==> src/rtl/pidmix_pkg.sv <==
`timescale 1ns / 1ps
// ----------------------------------------------------------------------------
// pidmix_pkg
// Shared widths, register codes, reset values and control types of the
// six-channel pid obstacle-avoidance wheel mixer.
// ----------------------------------------------------------------------------
package pidmix_pkg;

    localparam int CHANNELS           = 6;
    localparam int READING_BITS_DEF   = 12;
    localparam int GAIN_FRAC_BITS_DEF = 24;

    localparam int GAIN_W          = 28;
    localparam int SAFE_W          = 12;
    localparam int SPEED_W         = 13;
    localparam int SUM_W           = 32;
    localparam int SPEED_FRAC_BITS = 10;
    localparam int CORR_W          = 14;
    localparam int SPD_OUT_W       = 14;
    localparam int MIX_W           = 17;
    localparam int OUT_TDATA_W     = ((2 * SPD_OUT_W + 7) / 8) * 8;

    localparam int CFG_IDX_W  = 3;
    localparam int CFG_DATA_W = 28;

    localparam logic [CFG_IDX_W-1:0] REG_PROP_GAIN      = 3'd0;
    localparam logic [CFG_IDX_W-1:0] REG_INTEG_GAIN     = 3'd1;
    localparam logic [CFG_IDX_W-1:0] REG_DERIV_GAIN     = 3'd2;
    localparam logic [CFG_IDX_W-1:0] REG_SAFE_DISTANCE  = 3'd3;
    localparam logic [CFG_IDX_W-1:0] REG_CRUISE_SPEED   = 3'd4;
    localparam logic [CFG_IDX_W-1:0] REG_MAX_CORRECTION = 3'd5;

    localparam logic [GAIN_W-1:0]  RST_PROP_GAIN      = 28'd2516582;
    localparam logic [GAIN_W-1:0]  RST_INTEG_GAIN     = 28'd537;
    localparam logic [GAIN_W-1:0]  RST_DERIV_GAIN     = 28'd26214400;
    localparam logic [SAFE_W-1:0]  RST_SAFE_DISTANCE  = 12'd80;
    localparam logic [SPEED_W-1:0] RST_CRUISE_SPEED   = 13'd4096;
    localparam logic [SPEED_W-1:0] RST_MAX_CORRECTION = 13'd1608;

    typedef struct packed {
        logic [GAIN_W-1:0]  prop_gain;
        logic [GAIN_W-1:0]  integ_gain_times_step;
        logic [GAIN_W-1:0]  deriv_gain_over_step;
        logic [SAFE_W-1:0]  safe_distance;
        logic [SPEED_W-1:0] cruise_speed;
        logic [SPEED_W-1:0] max_correction;
    } t_cfg;

    // stage advance strobes, one per register boundary
    typedef struct packed {
        logic to_s1;
        logic to_s2;
        logic to_s3;
        logic to_out;
    } t_adv;

endpackage

==> src/rtl/pidmix_mixer.sv <==
`timescale 1ns / 1ps
// ----------------------------------------------------------------------------
// pidmix_mixer
// Mixes the lane corrections into two wheel speeds by obstacle group and
// holds the result register.
// ----------------------------------------------------------------------------
module pidmix_mixer (
    input  logic                                  i_clk,
    input  pidmix_pkg::t_adv                      i_adv,
    input  logic [pidmix_pkg::SPEED_W-1:0]        i_cruise_speed,
    input  logic signed [pidmix_pkg::CORR_W-1:0]  i_corr [pidmix_pkg::CHANNELS],
    input  logic                                  i_near [pidmix_pkg::CHANNELS],
    output logic signed [pidmix_pkg::SPD_OUT_W-1:0] o_left_wheel_speed,
    output logic signed [pidmix_pkg::SPD_OUT_W-1:0] o_right_wheel_speed
);
    import pidmix_pkg::*;

    logic signed [SPD_OUT_W-1:0] r_left;
    logic signed [SPD_OUT_W-1:0] r_right;

    logic signed [MIX_W-1:0] w_base;
    logic signed [MIX_W-1:0] w_c [CHANNELS];
    logic signed [MIX_W-1:0] w_left;
    logic signed [MIX_W-1:0] w_right;
    logic signed [SPD_OUT_W-1:0] n_left;
    logic signed [SPD_OUT_W-1:0] n_right;

    always_comb begin
        w_base = MIX_W'($signed({1'b0, i_cruise_speed}));
        for (int c = 0; c < CHANNELS; c++) begin
            w_c[c] = MIX_W'(i_corr[c]);
        end
        w_left  = w_base;
        w_right = w_base;
        // front group
        if (i_near[0] || i_near[5]) begin
            w_left  = w_left - w_base - w_c[0];
            w_right = w_right + w_base + w_c[5];
        end
        // left group
        if (i_near[3] || i_near[4]) begin
            w_left  = w_left + w_c[3];
            w_right = w_right - w_c[4];
        end
        // right group
        if (i_near[2] || i_near[1]) begin
            w_left  = w_left - w_c[2];
            w_right = w_right + w_c[1];
        end
        if (w_left > w_base) begin
            n_left = SPD_OUT_W'(w_base);
        end else if (w_left < -w_base) begin
            n_left = SPD_OUT_W'(-w_base);
        end else begin
            n_left = SPD_OUT_W'(w_left);
        end
        if (w_right > w_base) begin
            n_right = SPD_OUT_W'(w_base);
        end else if (w_right < -w_base) begin
            n_right = SPD_OUT_W'(-w_base);
        end else begin
            n_right = SPD_OUT_W'(w_right);
        end
    end

    always_ff @(posedge i_clk) begin
        if (i_adv.to_out) begin
            r_left  <= n_left;
            r_right <= n_right;
        end
    end

    assign o_left_wheel_speed  = r_left;
    assign o_right_wheel_speed = r_right;

endmodule

==> config.mk <==
export PLATFORM = sky130hd
export DESIGN_NAME = pidmix_mixer
export DESIGN_NICKNAME = d
export VERILOG_FILES = /design/src/rtl/pidmix_pkg.sv /design/src/rtl/pidmix_mixer.sv
export SDC_FILE = /design/constraint.sdc
export NUM_CORES = 1
export LEC_CHECK = 0
export BUFFER_PORTS_ARGS = -buffer_cell sky130_fd_sc_hd__buf_2
export CAP_MARGIN = 15
export CORE_MARGIN = 8
export CORE_UTILIZATION = 50
export CTS_BUF_LIST = sky130_fd_sc_hd__clkbuf_8
export CTS_CLUSTER_DIAMETER = 100
export DETAILED_ROUTE_END_ITERATION = 8
export GPL_TIMING_DRIVEN = 0
export MAX_ROUTING_LAYER = met4
export PLACE_DENSITY = 0.81
export SLEW_MARGIN = 5
export SYNTH_ARGS = -nofsm -noshare
export SYNTH_HDL_FRONTEND = slang
export SYNTH_SLANG_ARGS = --single-unit
==> constraint.sdc <==
create_clock -name i_clk -period 13.31 [get_ports i_clk]
set_input_delay 1.331 -clock i_clk [delete_from_list [all_inputs] [get_ports i_clk]]
set_output_delay 1.331 -clock i_clk [all_outputs]
set_load 0.03 [all_outputs]
# ---- After elaboration in Yosys (flattened, before gate mapping)
# Index checks and enable logic that the tools add are counted.
# Widths: inputs -> output; s select.
dict set report totals {
  regBits 28
  latchBits 0
  ram_bits 0
  rom_bits 0
  inputBits 108
  output_inout_bits 28
  word_cells 30
  n_memories 0
}
dict set report classes {
  n_addsub 9
  multipliers 0
  div_mod_pow 0
  order_cmp 4
  n_eq_ne 0
  shifts 0
  n_mux 10
  bitwise_logic 0
  n_reduce_logical 3
}
# cell n
set ops {}
lappend ops {{$mux 17} 6}
lappend ops {{$add 17x14->17} 2}
lappend ops {{$gt 17x14->1} 2}
lappend ops {{$lt 17x17->1} 2}
lappend ops {{$sub 17x14->17} 2}
lappend ops {{$mux 14} 2}
lappend ops {{$mux 13} 2}
lappend ops {{$neg 13->17} 1}
lappend ops {{$add 15x14->16} 1}
lappend ops {{$sub 14x14->15} 1}
lappend ops {{$add 13x13->14} 1}
lappend ops {{$sub 13x13->14} 1}
lappend ops {{$logic_or 1x1->1} 3}

# ---- Longest topological paths before layout
dict set report logic_depth {
  word_depth 10
  ltp_mapped 38
  ltp_nobuf 34
}

# ---- Worst setup path before layout
# OpenSTA, ideal clock, no wires.
dict set report synth_path {
  path_kind {input to register}
  start {in i_near[0] in the netlist's numbering}
  end {reg r_left[5] (netlist: o_left_wheel_speed[5]) (data pin)}
  setup_time_ps 254
  arrival_ps 7540
  required_time_ps 13056
  path_slack_ps 5516
  path_stages 37
  path_buffers 4
  path_cell_list {or2_2 > clkbuf_1 > clkbuf_1 > buf_1 > nor2_1 > a21oi_1 > inv_1 > ha_1 > inv_1 > fa_1 > nand2b_1 > a21oi_1 > o21a_1 > nor3_1 > o31a_1 > xor2_1 > o21ai_0 > ha_1 > nand3_1 > nor2_1 > a211oi_1 > nand2_1 > a21oi_1 > xnor2_1 > a21oi_1 > a21bo_2 > ha_1 > nand4_1 > nor2_1 > nor2_1 > a21boi_0 > o21a_1 > o31ai_1 > a21o_1 > clkbuf_1 > mux2_2 > a21o_1}
}
dict set report synth_via {
  elab_chain_cells 9
  word_cells_on_any_way 10
  classes_between {add/sub: 2; order compare: 2; mux: 5; reduce/logical: 1}
}
# item line_no
set synth_lines {}
lappend synth_lines {{start: declaration} pidmix_mixer.sv:12} ;# input logic i_near [pidmix_pkg::CHANNELS],
lappend synth_lines {{$logic_or 1x1->1 *} pidmix_mixer.sv:36} ;# if (i_near[0] || i_near[5]) begin
lappend synth_lines {{$mux 17 *} pidmix_mixer.sv:36}
lappend synth_lines {{$add 17x14->17} pidmix_mixer.sv:42} ;# w_left = w_left + w_c[3];
lappend synth_lines {{$mux 17 *} pidmix_mixer.sv:41} ;# if (i_near[3] || i_near[4]) begin
lappend synth_lines {{$sub 17x14->17} pidmix_mixer.sv:47} ;# w_left = w_left - w_c[2];
lappend synth_lines {{$mux 17 *} pidmix_mixer.sv:46} ;# if (i_near[2] || i_near[1]) begin
lappend synth_lines {{$lt 17x17->1} pidmix_mixer.sv:52} ;# end else if (w_left < -w_base) begin
lappend synth_lines {{$mux 14} pidmix_mixer.sv:52}
lappend synth_lines {{$mux 13 *} pidmix_mixer.sv:50} ;# if (w_left > w_base) begin
lappend synth_lines {{named net n_left[5]} pidmix_mixer.sv:25} ;# logic signed [SPD_OUT_W-1:0] n_left;
lappend synth_lines {{end signal: assignment} pidmix_mixer.sv:68} ;# r_left <= n_left;
lappend synth_lines {{end: declaration} pidmix_mixer.sv:18} ;# logic signed [SPD_OUT_W-1:0] r_left;
# Mark *: on every way through the listed nets, which the timed path passes. The rest lies on a longest branch.
# A chain may end at the register's enable or synchronous reset.

# ---- Worst setup path after layout
dict set report layout_path {
  start {in i_near[0] in the netlist's numbering}
  end {reg r_left[7] (netlist: o_left_wheel_speed[7]) (data pin)}
}
# The elaborated chain is that of the path after synthesis.

==> impl_metrics.yaml <==
timing:
  rsz0062_at_grt: "no"
  finalSetupTns_ps: 0
  hold-worst-slack_ps: 1510
  setup_viol: 0
  min_period_ps: 9470
  drv_slew: 0
  tightest_slew_ps: 886
  relSlewSlack_pct: 40.4
  fmax_mhz: 106
  hold_viol_final: 0
  period_share_pct: 71.1
global_routing:
  grt_usage_pct: 25.5
  grt_max_degree: 29
  first_global_vias: 8199
  grt_pass1_wl_um: 40600
  antenna_found_initial: 0
  grt_overflow: 0
logic_synthesis:
  postSynthCellCount: 1075
  ys_top_cells_by_area: "ha_1 22%, edfxtp_1 11%, a21oi_1 7.0%"
  ys_async_sr_fraction_pct: 0
  synth_cell_types: 71
  ys_seq_area_share_pct: 10.5
  synth_ff_type: "edfxtp_1"
  yosysWarnings: 0
  syn_nets: 1328
  synthTopCellsByCount: "140 x ha_1, 111 x a21oi_1, 98 x nand2_1, 91 x nor2_1, 75 x inv_1"
  ys_seq_elements: 28
  synth_area_per_cell_um2: 7.43
  synth_area_um2: 7980
  yosys.area.top_type: "ha_1"
  synth_edf_count: 28
  yosys.area.top_type_share_pct: 21.9
  yosysMostFrequentCell: "ha_1"
clocking:
  h-tree-depth: 1
  cts-resized-gates: 0
  post_cts_buffers: 0
  numCtsBuffers: 3
  cts_root_buf: "clkbuf_8"
  cts_tree: "yes"
  clk_pin_slew_ps: 90
  cts_sinks: 28
  postCtsHoldBufs: 0
  cts_buffer_depth: 2
worst_hold_path:
  hp-class: "in -> reg"
  whs_endpoint: "o_left_wheel_speed[4]$_DFFE_PP_"
  min_from: "i_cruise_speed[4]"
  hold_path_depth: 2
finish:
  fin_area_um2: 8960
  nets: 1465
  drive_above_1_share_pct: 15.0
  area_delta_synth_final_pct: 12.2
  final_util_pct: 56.8
  n_antenna_cell: 0
power:
  vdd_drop_max_mv: 0.0960
  p_total_mw: 1.41
  power_density_nw_per_um2: 158
  power.leakage_nw: 4.22
placed_design:
  io_buffers: 132
  hpwl_um: 21900
  place_congestion: 1.02
  dpl_cell_area_um2: 8910
die:
  initial_core_util_pct: 50.6
  io_pins: 136
  die_area_um2: 20300
  fp.dieH_um: 142
  coreArea_um2: 15800
  rows: 46
  dieWidth_um: 142
routing:
  drc: 0
  via_count: 8605
  drt-initial-drc-count: 744
  wl_per_cell_um: 18.2
  dr.pass1.iters: 5
  drtAntennaViolNets: 0
  wirelength_um: 26000
  via_per_inst: 6.03
setup_path:
  start_kind: "primary input"
  cpMaxStageDelayCell: "buf_1"
  required_ps: 13330
  slowest_delay_ps: 570
  cp.arrival_ps: 9490
  crit_type: "in -> reg"
  cp-end-kind: "flop"
  path_max_fanout: 10
run:
  max-cap-violations: 0
run_status:
  status: "completed"
## how the worst max path moves through the flow
stage	from	cells past startpoint	end	slack (ps)
6_report	i_near[0]	36	o_left_wheel_speed[7]$_DFFE_PP_	3840
5_1_grt	i_near[0]	36	o_left_wheel_speed[8]$_DFFE_PP_	3270
4_1_cts	i_near[0]	36	o_left_wheel_speed[7]$_DFFE_PP_	4030
3_5_place_dp	i_near[0]	36	o_left_wheel_speed[7]$_DFFE_PP_	3730
3_3_place_gp	i_near[0]	36	o_left_wheel_speed[9]$_DFFE_PP_	3850
2_1_floorplan	i_near[0]	37	o_left_wheel_speed[5]$_DFFE_PP_	5520
## report_power, final
group	switching, mW	internal (mW)
sequential	0.00798	0.160
clock	0.0238	0.0207
combinational	0.721	0.481
total	0.753	0.662
## final cells by class
| cell class | count | area (um2) |
|---|---|---|
| fill | 1601 | 6810 |
| multi-input combinational | 936 | 6710 |
| tap | 216 | 270 |
| buffer | 36 | 150 |
| inverter | 75 | 282 |
| clock buffer | 3 | 41.3 |
| timing repair buffer | 132 | 661 |
| clock inverter | 1 | 3.75 |
| sequential | 28 | 841 |
## logic make-up (layout without fill, tap and decap cells)
| kind of cell | Yosys count | in the layout | share of synthesized area [%] |
|---|---|---|---|
| fa+ha+maj | 145 | 145 | 23.2 |
| mux | 35 | 35 | 4.76 |
| xor+xnor | 74 | 74 | 8.12 |
| simple gates | 327 | 327 | 19.3 |
| buf+inv | 111 | 247 | 5.41 |
| flops | 28 | 28 | 10.5 |
| compound gates | 355 | 355 | 28.7 |
## cell usage in the layout (no fill, tap or decap), drive strengths merged, types with 11 or more instances in the layout
cell and count:
nand3 19, a21o 33, ha 140, edfxtp 28
nor2 91, nor2b 18, a21oi 111, a211oi 12
xnor2 44, nand2 98, buf 141, o21a 27
nand2b 12, o211ai 14, nor3 35, inv 75
o21ai 84, xor2 30, mux2 24, clkbuf 30
mux2i 11
## routing by layer
metal  vias up  GRT usage (%)  wire (um)
li1       4223              -          -
met2       384           42.1      12000
met5         -              -          0
met3        62           2.95       2170
met4         0           9.45        960
met1      3936           31.5      10800
## per-stage QoR
step	cells	worst slack, ps
CTS	1427	4030
detailed placement	1423	3730
global placement	1423	3850
global route	1427	3270
floorplan	1075	5520
finish	1427	3840
## critical path: cells and delay by family
family	cells	cell delay, ps
buf+inv	7	1970
mux	2	730
simple gates	6	780
compound gates	16	3500
xor+xnor	1	80
fa+ha+maj	4	1060
## flip-flops by register name (all words and copies together) (netlist names)
signal and cells:
o_right_wheel_speed 14, o_left_wheel_speed 14
Power figures use the tool's default switching activity.
