<file path="config.mk">
export PLATFORM = sky130hd
export DESIGN_NAME = pidmix_err_stage
export DESIGN_NICKNAME = d
export VERILOG_FILES = /design/src/rtl/pidmix_pkg.sv /design/src/rtl/pidmix_err_stage.sv
export SDC_FILE = /design/constraint.sdc
export NUM_CORES = 1
export LEC_CHECK = 0
export ABC_AREA = 0
export CAP_MARGIN = 20
export CORE_UTILIZATION = 50
export CTS_BUF_LIST = sky130_fd_sc_hd__clkbuf_8 sky130_fd_sc_hd__clkbuf_16
export DETAILED_ROUTE_END_ITERATION = 12
export DONT_BUFFER_PORTS = 1
export PLACE_DENSITY = 0.74
export SYNTH_ARGS = -nofsm -noshare
export SYNTH_HDL_FRONTEND = slang
export SYNTH_SLANG_ARGS = --single-unit
</file>
<file path="constraint.sdc">
create_clock -name i_clk -period 15 [get_ports i_clk]
set_input_delay 0 -clock i_clk [delete_from_list [all_inputs] [get_ports i_clk]]
set_output_delay 0 -clock i_clk [all_outputs]
set_load 0.005 [all_outputs]
</file>
<file path="src/rtl/pidmix_pkg.sv">
`timescale 1ns / 1ps
// ----------------------------------------------------------------------------
// pidmix_pkg
// Shared widths, register codes, reset values and control types of the
// six-channel pid obstacle-avoidance wheel mixer.
// ----------------------------------------------------------------------------
package pidmix_pkg;

    localparam int CHANNELS           = 6;
    localparam int READING_BITS_DEF   = 12;
    localparam int GAIN_FRAC_BITS_DEF = 24;

    localparam int GAIN_W          = 28;
    localparam int SAFE_W          = 12;
    localparam int SPEED_W         = 13;
    localparam int SUM_W           = 32;
    localparam int SPEED_FRAC_BITS = 10;
    localparam int CORR_W          = 14;
    localparam int SPD_OUT_W       = 14;
    localparam int MIX_W           = 17;
    localparam int OUT_TDATA_W     = ((2 * SPD_OUT_W + 7) / 8) * 8;

    localparam int CFG_IDX_W  = 3;
    localparam int CFG_DATA_W = 28;

    localparam logic [CFG_IDX_W-1:0] REG_PROP_GAIN      = 3'd0;
    localparam logic [CFG_IDX_W-1:0] REG_INTEG_GAIN     = 3'd1;
    localparam logic [CFG_IDX_W-1:0] REG_DERIV_GAIN     = 3'd2;
    localparam logic [CFG_IDX_W-1:0] REG_SAFE_DISTANCE  = 3'd3;
    localparam logic [CFG_IDX_W-1:0] REG_CRUISE_SPEED   = 3'd4;
    localparam logic [CFG_IDX_W-1:0] REG_MAX_CORRECTION = 3'd5;

    localparam logic [GAIN_W-1:0]  RST_PROP_GAIN      = 28'd2516582;
    localparam logic [GAIN_W-1:0]  RST_INTEG_GAIN     = 28'd537;
    localparam logic [GAIN_W-1:0]  RST_DERIV_GAIN     = 28'd26214400;
    localparam logic [SAFE_W-1:0]  RST_SAFE_DISTANCE  = 12'd80;
    localparam logic [SPEED_W-1:0] RST_CRUISE_SPEED   = 13'd4096;
    localparam logic [SPEED_W-1:0] RST_MAX_CORRECTION = 13'd1608;

    typedef struct packed {
        logic [GAIN_W-1:0]  prop_gain;
        logic [GAIN_W-1:0]  integ_gain_times_step;
        logic [GAIN_W-1:0]  deriv_gain_over_step;
        logic [SAFE_W-1:0]  safe_distance;
        logic [SPEED_W-1:0] cruise_speed;
        logic [SPEED_W-1:0] max_correction;
    } t_cfg;

    // stage advance strobes, one per register boundary
    typedef struct packed {
        logic to_s1;
        logic to_s2;
        logic to_s3;
        logic to_out;
    } t_adv;

endpackage

</file>
<file path="src/rtl/pidmix_err_stage.sv">
`timescale 1ns / 1ps
// ----------------------------------------------------------------------------
// pidmix_err_stage
// Per-channel error, saturating error sum and error difference; holds the
// running sums and previous errors of all six channels.
// ----------------------------------------------------------------------------
module pidmix_err_stage #(
    parameter int READING_BITS = pidmix_pkg::READING_BITS_DEF,
    localparam int ERR_W = ((READING_BITS > pidmix_pkg::SAFE_W) ?
                            READING_BITS : pidmix_pkg::SAFE_W) + 1,
    localparam int DIFF_W = ERR_W + 1
) (
    input  logic                              i_clk,
    input  logic                              i_rst_n,
    input  pidmix_pkg::t_adv                  i_adv,
    input  logic [pidmix_pkg::SAFE_W-1:0]     i_safe_distance,
    input  logic [READING_BITS-1:0]           i_reading [pidmix_pkg::CHANNELS],
    output logic signed [ERR_W-1:0]           o_err     [pidmix_pkg::CHANNELS],
    output logic signed [pidmix_pkg::SUM_W-1:0] o_sum   [pidmix_pkg::CHANNELS],
    output logic signed [DIFF_W-1:0]          o_diff    [pidmix_pkg::CHANNELS],
    output logic                              o_near    [pidmix_pkg::CHANNELS]
);
    import pidmix_pkg::*;

    localparam logic signed [SUM_W-1:0] SUM_MAX = {1'b0, {(SUM_W-1){1'b1}}};
    localparam logic signed [SUM_W-1:0] SUM_MIN = {1'b1, {(SUM_W-1){1'b0}}};

    logic signed [SUM_W-1:0]  r_sum  [CHANNELS];
    logic signed [ERR_W-1:0]  r_prev [CHANNELS];
    logic signed [ERR_W-1:0]  r_err  [CHANNELS];
    logic signed [SUM_W-1:0]  r_sat  [CHANNELS];
    logic signed [DIFF_W-1:0] r_diff [CHANNELS];
    logic                     r_near [CHANNELS];

    logic signed [ERR_W-1:0]  n_err  [CHANNELS];
    logic signed [SUM_W:0]    w_wide [CHANNELS];
    logic signed [SUM_W-1:0]  n_sum  [CHANNELS];
    logic signed [DIFF_W-1:0] n_diff [CHANNELS];
    logic                     n_near [CHANNELS];

    always_comb begin
        for (int c = 0; c < CHANNELS; c++) begin
            n_err[c]  = $signed(ERR_W'(i_safe_distance)) - $signed(ERR_W'(i_reading[c]));
            w_wide[c] = (SUM_W+1)'(r_sum[c]) + (SUM_W+1)'(n_err[c]);
            // overflow when the two top bits disagree
            if (w_wide[c][SUM_W] != w_wide[c][SUM_W-1]) begin
                n_sum[c] = w_wide[c][SUM_W] ? SUM_MIN : SUM_MAX;
            end else begin
                n_sum[c] = w_wide[c][SUM_W-1:0];
            end
            n_diff[c] = DIFF_W'(n_err[c]) - DIFF_W'(r_prev[c]);
            n_near[c] = ERR_W'(i_reading[c]) > ERR_W'(i_safe_distance);
        end
    end

    always_ff @(posedge i_clk) begin
        if (!i_rst_n) begin
            for (int c = 0; c < CHANNELS; c++) begin
                r_sum[c]  <= '0;
                r_prev[c] <= '0;
            end
        end else if (i_adv.to_s1) begin
            for (int c = 0; c < CHANNELS; c++) begin
                r_sum[c]  <= n_sum[c];
                r_prev[c] <= n_err[c];
            end
        end
    end

    always_ff @(posedge i_clk) begin
        if (i_adv.to_s1) begin
            for (int c = 0; c < CHANNELS; c++) begin
                r_err[c]  <= n_err[c];
                r_sat[c]  <= n_sum[c];
                r_diff[c] <= n_diff[c];
                r_near[c] <= n_near[c];
            end
        end
    end

    assign o_err  = r_err;
    assign o_sum  = r_sat;
    assign o_diff = r_diff;
    assign o_near = r_near;

endmodule

</file>
* Word-level counts from Yosys, hierarchy flattened
Memory sizes are Yosys's and may differ from the RTL's.
Index checks and enable logic that the tools add are counted.
** Storage, ports and cells
- Logic and storage cells :: 96
- Memories :: 2
- RAM bits :: 270
- Input port bits :: 90
- Output and inout bits :: 360
- Bits in registers :: 360
** Memory list
- r_sum :: words 6, bits a word 32, read ports 6, clocked after Yosys merged registers in 0, wr ports 6, line pidmix_err_stage.sv:28 : logic signed [SUM_W-1:0] r_sum [CHANNELS];
- r_prev :: words 6, bits a word 13, read ports 6, clocked after Yosys merged registers in 0, wr ports 6, line pidmix_err_stage.sv:29 : logic signed [ERR_W-1:0] r_prev [CHANNELS];
** Cells by class
- Equal/unequal tests :: 6
- $lt $le $gt $ge :: 6
- $add $sub $neg :: 18
- Mux-type cells :: 28
- Bitwise logic cells :: 12
** Operator list (number)
- 32-bit 2-to-1 mux :: 18
- 32-bit by 13-bit adder with 33-bit output :: 6
- 13-bit by 13-bit subtractor with 14-bit output :: 6
- 13-bit 2-to-1 mux :: 6
- 12-bit by 12-bit subtractor with 13-bit output :: 6
- 12-bit > comparator :: 6
- 1-bit OR :: 12
- 1-bit inequality test :: 6
- 1-bit 2-to-1 mux :: 4

* Longest topological paths before layout
Gate-level depths: netlist of the first run.
- Depth after elaboration :: 5
- Mapped depth :: 25

* Worst setup path before layout of the first run
No wires, ideal clock.
- Path type :: in2reg
- Start :: in i_adv[3] (netlist name)
- End :: mem r_prev[0][0] (netlist name), enable pin
- Library setup time :: 0.681 ns
- Arrival :: 6.459 ns
- Data required time :: 14.319 ns
- Path buffers :: 0
- Stages on the path :: 1
- Path slack :: 7.860 ns
- Cell sequence :: nand2b_1
** RTL lines
- start, declared :: line pidmix_err_stage.sv:15 : input pidmix_pkg::t_adv i_adv,
- end, declared :: line pidmix_err_stage.sv:29

==> impl_metrics.toml, run 1 <==
[floorplanning]
die_x_um = 282
die_h_um = 282
coreArea_um2 = 77600
fp-row-count = 102
start_util_pct = 50.6
pin_count = 450
dieArea_um2 = 79600

[sta]
rsz0062_at_grt = "false"
final_hold_viol_count = 0
worst_slew_pin_slew_ns = 1.06
period_minus_slack_ns = 6.79
setup_viol = 0
slew-limit-headroom_pct = 29.3
hold_ws_ns = 0.0313
fmax_mhz = 147
drv_slew = 0
finClkSkew_ns = 0.0274
period_share_pct = 45.2
fin_ws_ns = 8.21
fin_setup_tns_ns = 0

[critical_path]
rr_worst_depth = 10
path_max_fanout = 32
end_kind = "flip-flop"
worstPathRequired_ns = 15.34
crit_slowest_cell = "dlygate4sd3_1"
crit_path_frequent_cell = "o21ai_0"
slowest_delay_ns = 1.06
path_delay_family = "compound AO/OA/AOI/OAI gates"
critPathBufInv = 2
worstPathArrival_ns = 7.13
crit_chain = "dlygate4sd3_1 > ha_1 > nor2b_1 > o21ai_0 > a21boi_0 > o21ai_0 > a21boi_0 > o21ai_0 > nand2b_1 > a31o_2 > a31oi_2 > buf_4 > ha_1 > a21oi_1 > o21ai_0 > a211o_1 > o211a_1 > a31oi_1 > a21oi_1 > mux2i_4 > nand2b_4 > o21ai_0"
worstSetupPathType = "in -> reg"
startpoint = "i_safe_distance[2]"
r2r-start = "r_sum[0][1]"
startpoint_type = "input pin"
cp.depth = 22

[clock_network]
postCtsSetupRepairBufs = 0
cts_root_buf = "clkbuf_16"
clkTransAtPathRegs_ns = 0.06
cts_tree = "done"
cts_buffer_depth = 3
htree_num_levels = 3
numCtsBuffers = 72
cts.sinks = 630
worstSkewPairLatency_ns = 0.62

[power]
p_seq_share_pct = 34.9
p_clk_share_pct = 19.3
p_per_area_nw_per_um2 = 211
switchingPower_uw = 3700
power.leakage_uw = 0.0177
intPower_uw = 5480
peakVddDrop_uv = 139
comb_power_share_pct = 45.7
swShare_pct = 40.3

[synthesis]
synth-seq-cells = 630
synthMuxAreaShare_pct = 0.682
ys.flop_type = "edfxtp_1"
yosysSeqAreaShare_pct = 48.2
synth_compound_area_share_pct = 19.0
synth_xor_area_share_pct = 5.80
synth_nets = 4114
synth-edff-count = 630
synth_top_area_share_pct = 48.2
synthSimpleGateAreaFrac_pct = 10.5
synth_largest_area_cell = "edfxtp_1"
synth_warnings = 0
ys_top_cells_by_area = "edfxtp_1 (48%), ha_1 (11%), o21ai_0 (4.9%), xnor2_1 (3.4%), a21oi_1 (3.3%)"
syn_inst = 3664
ys_types = 97
synth-async-reset-ratio_pct = 0
syn_area_um2 = 39200
synth_top_family_by_area = "compound AO/OA/AOI/OAI gates"
synthAdderAreaFrac_pct = 11.9
synth.avg_cell_area_um2 = 10.7

[layout]
final_cells = 4830
final_common_cell = "edfxtp_1"
nets = 4175
ff_latch_area_um2 = 18900
final_cell_mix = "edfxtp_1 (630), o21ai_0 (388), ha_1 (342)"
fill_cells = 6599
final_util_pct = 56.1
area_growth_pct = 10.9
drive_above_1_share_pct = 7.27
multi_input_area_um2 = 18900

[detailed_routing]
via_count = 28800
routed_via_density = 5.95
wirelength_mm = 105
ant_nets = 0
drc_errors = 0
dr.pass1.iters = 7
wl_per_cell_um = 21.7
drt_iter0_drc = 2023

[placement]
io_buffers = 0
place.gp.congestion = 0.941
place_inst = 4609
dp_slack_ns = 7.93
hpwl_mm = 73.8

[grt]
antenna_found_initial = 11
grt_max_degree = 361
grt_overflow = 0
grt_usage_pct = 25.7
grt_pass1_vias = 27300
grt_first_pass_wirelength_mm = 158

[hold_path]
hold_path_depth = 2
worstHoldStart = "i_safe_distance[2]"
min_path_type = "in -> reg"

[run_status]
status = "finished, final reports clean"

[run]
maxCapViolCount = 0
power groups by stage:
stage | Clock [uW] | Sequential [uW] | Combinational [uW]
after floorplan | 0 | 3090 | 3160
after global routing | 1870 | 3260 | 4640
after global placement | 0 | 3230 | 3990
after detailed placement | 0 | 3240 | 4060
final | 1770 | 3200 | 4200
after CTS | 1810 | 3220 | 4140
logic make-up (layout without fill, tap and decap cells):
group	after synthesis	after routing
compound gates	1150	1150
simple gates	854	854
flops	630	630
buf+inv	385	504
fa+ha+maj	363	363
xor+xnor	259	259
mux	23	23
other cells	0	7
state kept, by name, indices dropped and copies added, names as in the netlist:
signal,count
r_prev,78
o_diff,84
o_near,6
o_err,78
o_sum,192
r_sum,192
layer usage:
| layer | share of wire, % | GRT usage (%) |
|---|---|---|
| met5 | 0.046 | 0 |
| met3 | 7.7 | 5.56 |
| met4 | 2.7 | 7.89 |
| met2 | 47 | 42.4 |
| met1 | 43 | 33.8 |
final cells by class:
type                    instances  area share [%]
diodes                          7          0.0402
clock buffers                  74            4.25
clock inverters                58            1.21
inverters                     270            2.33
multi-input cells            2649            43.3
flip-flops and latches        630            43.5
well taps                    1040            2.99
repair buffers                102            2.37
final timing paths:
kind                       end  slack (ns)
setup / recovery  r_sum[0][17]        8.21
hold / removal       o_err[15]        0.03
setup reg to reg  r_sum[0][17]       10.62
hold reg to reg      o_diff[0]        0.64
timing repair:
| action | 4_1_cts | 5_1_grt |
|---|---|---|
| resized for setup | 0 | 0 |
| hold endpoints to repair | 463 | 22 |
| hold buffers | 77 | 1 |
stage by stage:
stage                     total power [uW]  area [um^2]
after detailed placement              7300        40200
after global routing                  9780        43500
after CTS                             9170        43400
final                                 9170        43500
after global placement                7220        40200
after floorplan                       6250        39200
synth_stat cells, types with 9 or more instances:
library cell    n
fa_1           18
mux2_2          9
o21a_1         30
clkbuf_2        9
nand4_1        25
o22ai_1        10
nor3_1         56
a211oi_1       26
a31o_2         11
o22ai_2        17
o211ai_1       24
xor2_1        106
nand2b_1       43
clkbuf_1       69
nand3_1        51
o21ai_1         9
nand2_1       246
nor2b_1        38
a21boi_0       37
and3_1         33
buf_6           9
o31ai_1        11
o21ai_0       388
a21o_1        108
o21ai_2        29
or3_1          13
o2111ai_1      19
and2_1         82
xnor2_1       152
ha_1          342
buf_2          23
o21bai_1       34
inv_1         270
a31oi_1        28
or2_2          19
nor2_1        217
mux2i_1        10
a21oi_1       259
a311oi_1       16
edfxtp_1      630
worst register-to-register path: cells and delay by family, from the launching register on:
kind	cells	cell delay [ns]
flip-flops	1	0.43
AO/OA/AOI/OAI	7	1.96
multiplexers	1	0.82
AND/OR/NAND/NOR	1	0.57
adder cells (fa/ha/maj)	1	0.35
(Power assumes the default switching activity.)
==> inputs of run 2 (changes only) <==
Settings changed: ABC_AREA 0 to 1, PLACE_DENSITY 0.74 to 0.77.
Clock period 15 ns to 5.53 ns, I/O delays scaled along.
==> run 2 against run 1 <==
Effect of this change: the flow now finishes with violations (hold timing); highest routed layer unchanged; critical path depth fell by 1; sequential share of layout area fell by 3.8 points; worst setup slack got worse by 7.7 ns; final area increased by 9.5%.
==> impl_metrics.toml, run 2 <==
[run_status]
status = "finished, violations left"
violations = "hold timing"

[layout]
final_common_cell = "nand2_1"
final_cell_mix = "nand2_1 (1718), inv_1 (925), edfxtp_1 (630)"
area_growth_pct = 10.2
drive_above_1_share_pct = 4.23
fin_area_um2 = 47700
fill_cells = 7874
nets = 5975

[detailed_routing]
drt_iter0_drc = 2801
via_count = 35800
dr.pass1.iters = 6
ant_nets = 0
wirelength_mm = 127
routed_via_density = 5.32
wl_per_cell_um = 18.9
drc_errors = 0

[critical_path]
worstPathRequired_ns = 5.90
worstPathArrival_ns = 5.38
worstSetupPathType = "in -> reg"
startpoint_type = "input pin"
path_max_fanout = 17
end_kind = "flip-flop"

[hold_path]
min_path_type = "in -> reg"

[sta]
rsz0062_at_grt = "false"
fin_setup_tns_ns = 0
period_minus_slack_ns = 5.01
period_share_pct = 90.5
final_hold_viol_count = 360
drv_slew = 0
finClkSkew_ns = 0.0200
fmax_mhz = 200
hold_ws_ns = -0.519
slew-limit-headroom_pct = 28.5
setup_viol = 0
worst_slew_pin_slew_ns = 1.07

[placement]
hpwl_mm = 94.3
io_buffers = 0
place.gp.congestion = 0.981
placed_cell_area_um2 = 44600

[clock_network]
cts_buffer_depth = 3
hold_buffers = 71
worstSkewPairLatency_ns = 0.65
numCtsBuffers = 72
postCtsSetupRepairBufs = 0
clkTransAtPathRegs_ns = 0.06
cts_root_buf = "clkbuf_16"
cts_tree = "done"
cts.sinks = 630
htree_num_levels = 3

[synthesis]
synth-edff-count = 630
synth-async-reset-ratio_pct = 0
synth_nets = 5877
ys_top_cells_by_area = "edfxtp_1 (44%), nand2_1 (15%), ha_1 (9.9%), inv_1 (8.0%), a21oi_1 (5.1%)"
syn_area_um2 = 43300
syn_inst = 5427
synth.avg_cell_area_um2 = 7.97
yosysMostFrequentCell = "nand2_1"
yosysSeqAreaShare_pct = 43.7
ys.flop_type = "edfxtp_1"
synth_top_area_share_pct = 43.7
synth_largest_area_cell = "edfxtp_1"
ys_top_cells_by_count = "nand2_1 (1721), inv_1 (917), edfxtp_1 (630), nor2_1 (457), a21oi_1 (438)"
ys_types = 37
synth_warnings = 0
synth-seq-cells = 630

[run]
maxCapViolCount = 0

[grt]
grt_pass1_vias = 33900
grt_first_pass_wirelength_mm = 193
antenna_found_initial = 21
grt_max_degree = 369
grt_usage_pct = 28.9
grt_overflow = 0

[power]
peakVddDrop_uv = 326
power.leakage_uw = 0.0237
p_per_area_nw_per_um2 = 497

[floorplanning]
start_util_pct = 50.7
coreArea_um2 = 85400
fp-row-count = 107
die_h_um = 296
pin_count = 450
dieArea_um2 = 87700
die_x_um = 296
-- run 2: changes by cell type in the layout (fill, tap and decap cells not counted), moves of 115 or more --
cell     previous run  this run
nand3_1            51       217
a21oi_1           259       438
o21ai_0           388       101
xnor2_1           152        37
inv_1             278       925
nand2_1           245      1718
nor2_1            217       457
-- run 2: kinds of logic after synthesis --
| group | after synthesis | synth area share, % |
|---|---|---|
| buffers and inverters | 997 | 9.02 |
| xor gates and xnor gates | 212 | 4.29 |
| DFF | 630 | 43.7 |
| AOI/OAI and AO/OA | 654 | 8.31 |
| adders and majority gates | 360 | 10.7 |
| and+or+nand+nor | 2574 | 23.9 |
-- run 2: worst paths after layout --
| kind | slack (ns) | startpoint | end | cells after the start |
|---|---|---|---|---|
| min | -0.52 | i_adv[3] | o_sum[150] | 0 |
| max | 0.52 | i_safe_distance[9] | o_sum[94] | 21 |
| min reg2reg | 0.63 | r_prev[3][0] | o_diff[28] | 2 |
| max reg2reg | 2.24 | r_sum[4][0] | r_sum[4][16] | 15 |
-- run 2: repair_timing --
item / in CTS / in global routing
resized for setup: 0 / 1
endpoints found under the hold margin: 510 / 360
endpoints found under the setup margin: 0 / 2
-- run 2: worst max-delay path, stage by stage --
cell and delay, ns:
dlygate4sd3_1 0.79, ha_1 0.35, dlygate4sd3_1 0.57, a221oi_1 0.42
dlygate4sd3_1 0.63, nand4_1 0.08, nand2_1 0.09, inv_1 0.13
ha_1 0.39, nand2_1 0.15, nor2_1 0.24, a21oi_1 0.10
nand2_1 0.16, nand2_1 0.11, nand2_1 0.08, nand2_1 0.06
nand2_2 0.12, nand2_2 0.27, buf_4 0.32, a21oi_1 0.21
inv_1 0.10
-- run 2: routing by layer --
| layer | vias to the layer above | share of wire (%) | GRT usage [%] |
|---|---|---|---|
| met1 | 16500 | 43 | 38.0 |
| li1 | 17800 | - | - |
| met3 | 285 | 7.2 | 5.29 |
| met5 | - | 0.066 | 0 |
| met2 | 1242 | 45 | 46.1 |
| met4 | 14 | 4.5 | 13.2 |
-- run 2: cell type report --
type | instances | area, um^2 | area share (%)
diodes | 12 | 30.0 | 0.0630
clock buffers | 75 | 1880 | 3.94
clock inverters | 54 | 493 | 1.03
inverters | 925 | 3490 | 7.31
multi-input cells | 3800 | 20500 | 43.0
flip-flops and latches | 630 | 18900 | 39.7
well taps | 1144 | 1430 | 3.00
repair buffers | 96 | 923 | 1.94
-- run 2: per-stage QoR --
stage          worst slack [ns]  hold WS, ns  instances  total power [uW]  util (%)
5_1_grt                   0.183       -0.545       6731             25400      55.8
4_1_cts                   0.438       -0.564       6724             23700      55.8
6_report                  0.524       -0.519       6736             23700      55.8
2_1_floorplan              1.68        0.112       5427             15700         -
3_3_place_gp               1.00        0.137       6524             18500      52.2
3_5_place_dp              0.929        0.133       6524             18600      52.2
-- run 2: power breakdown --
group | leakage (uW) | internal [uW] | total, uW | switching (uW)
Clock | 0.00117 | 2800 | 4850 | 2050
Combinational | 0.0161 | 3290 | 10600 | 7270
Sequential | 0.00644 | 7410 | 8290 | 885
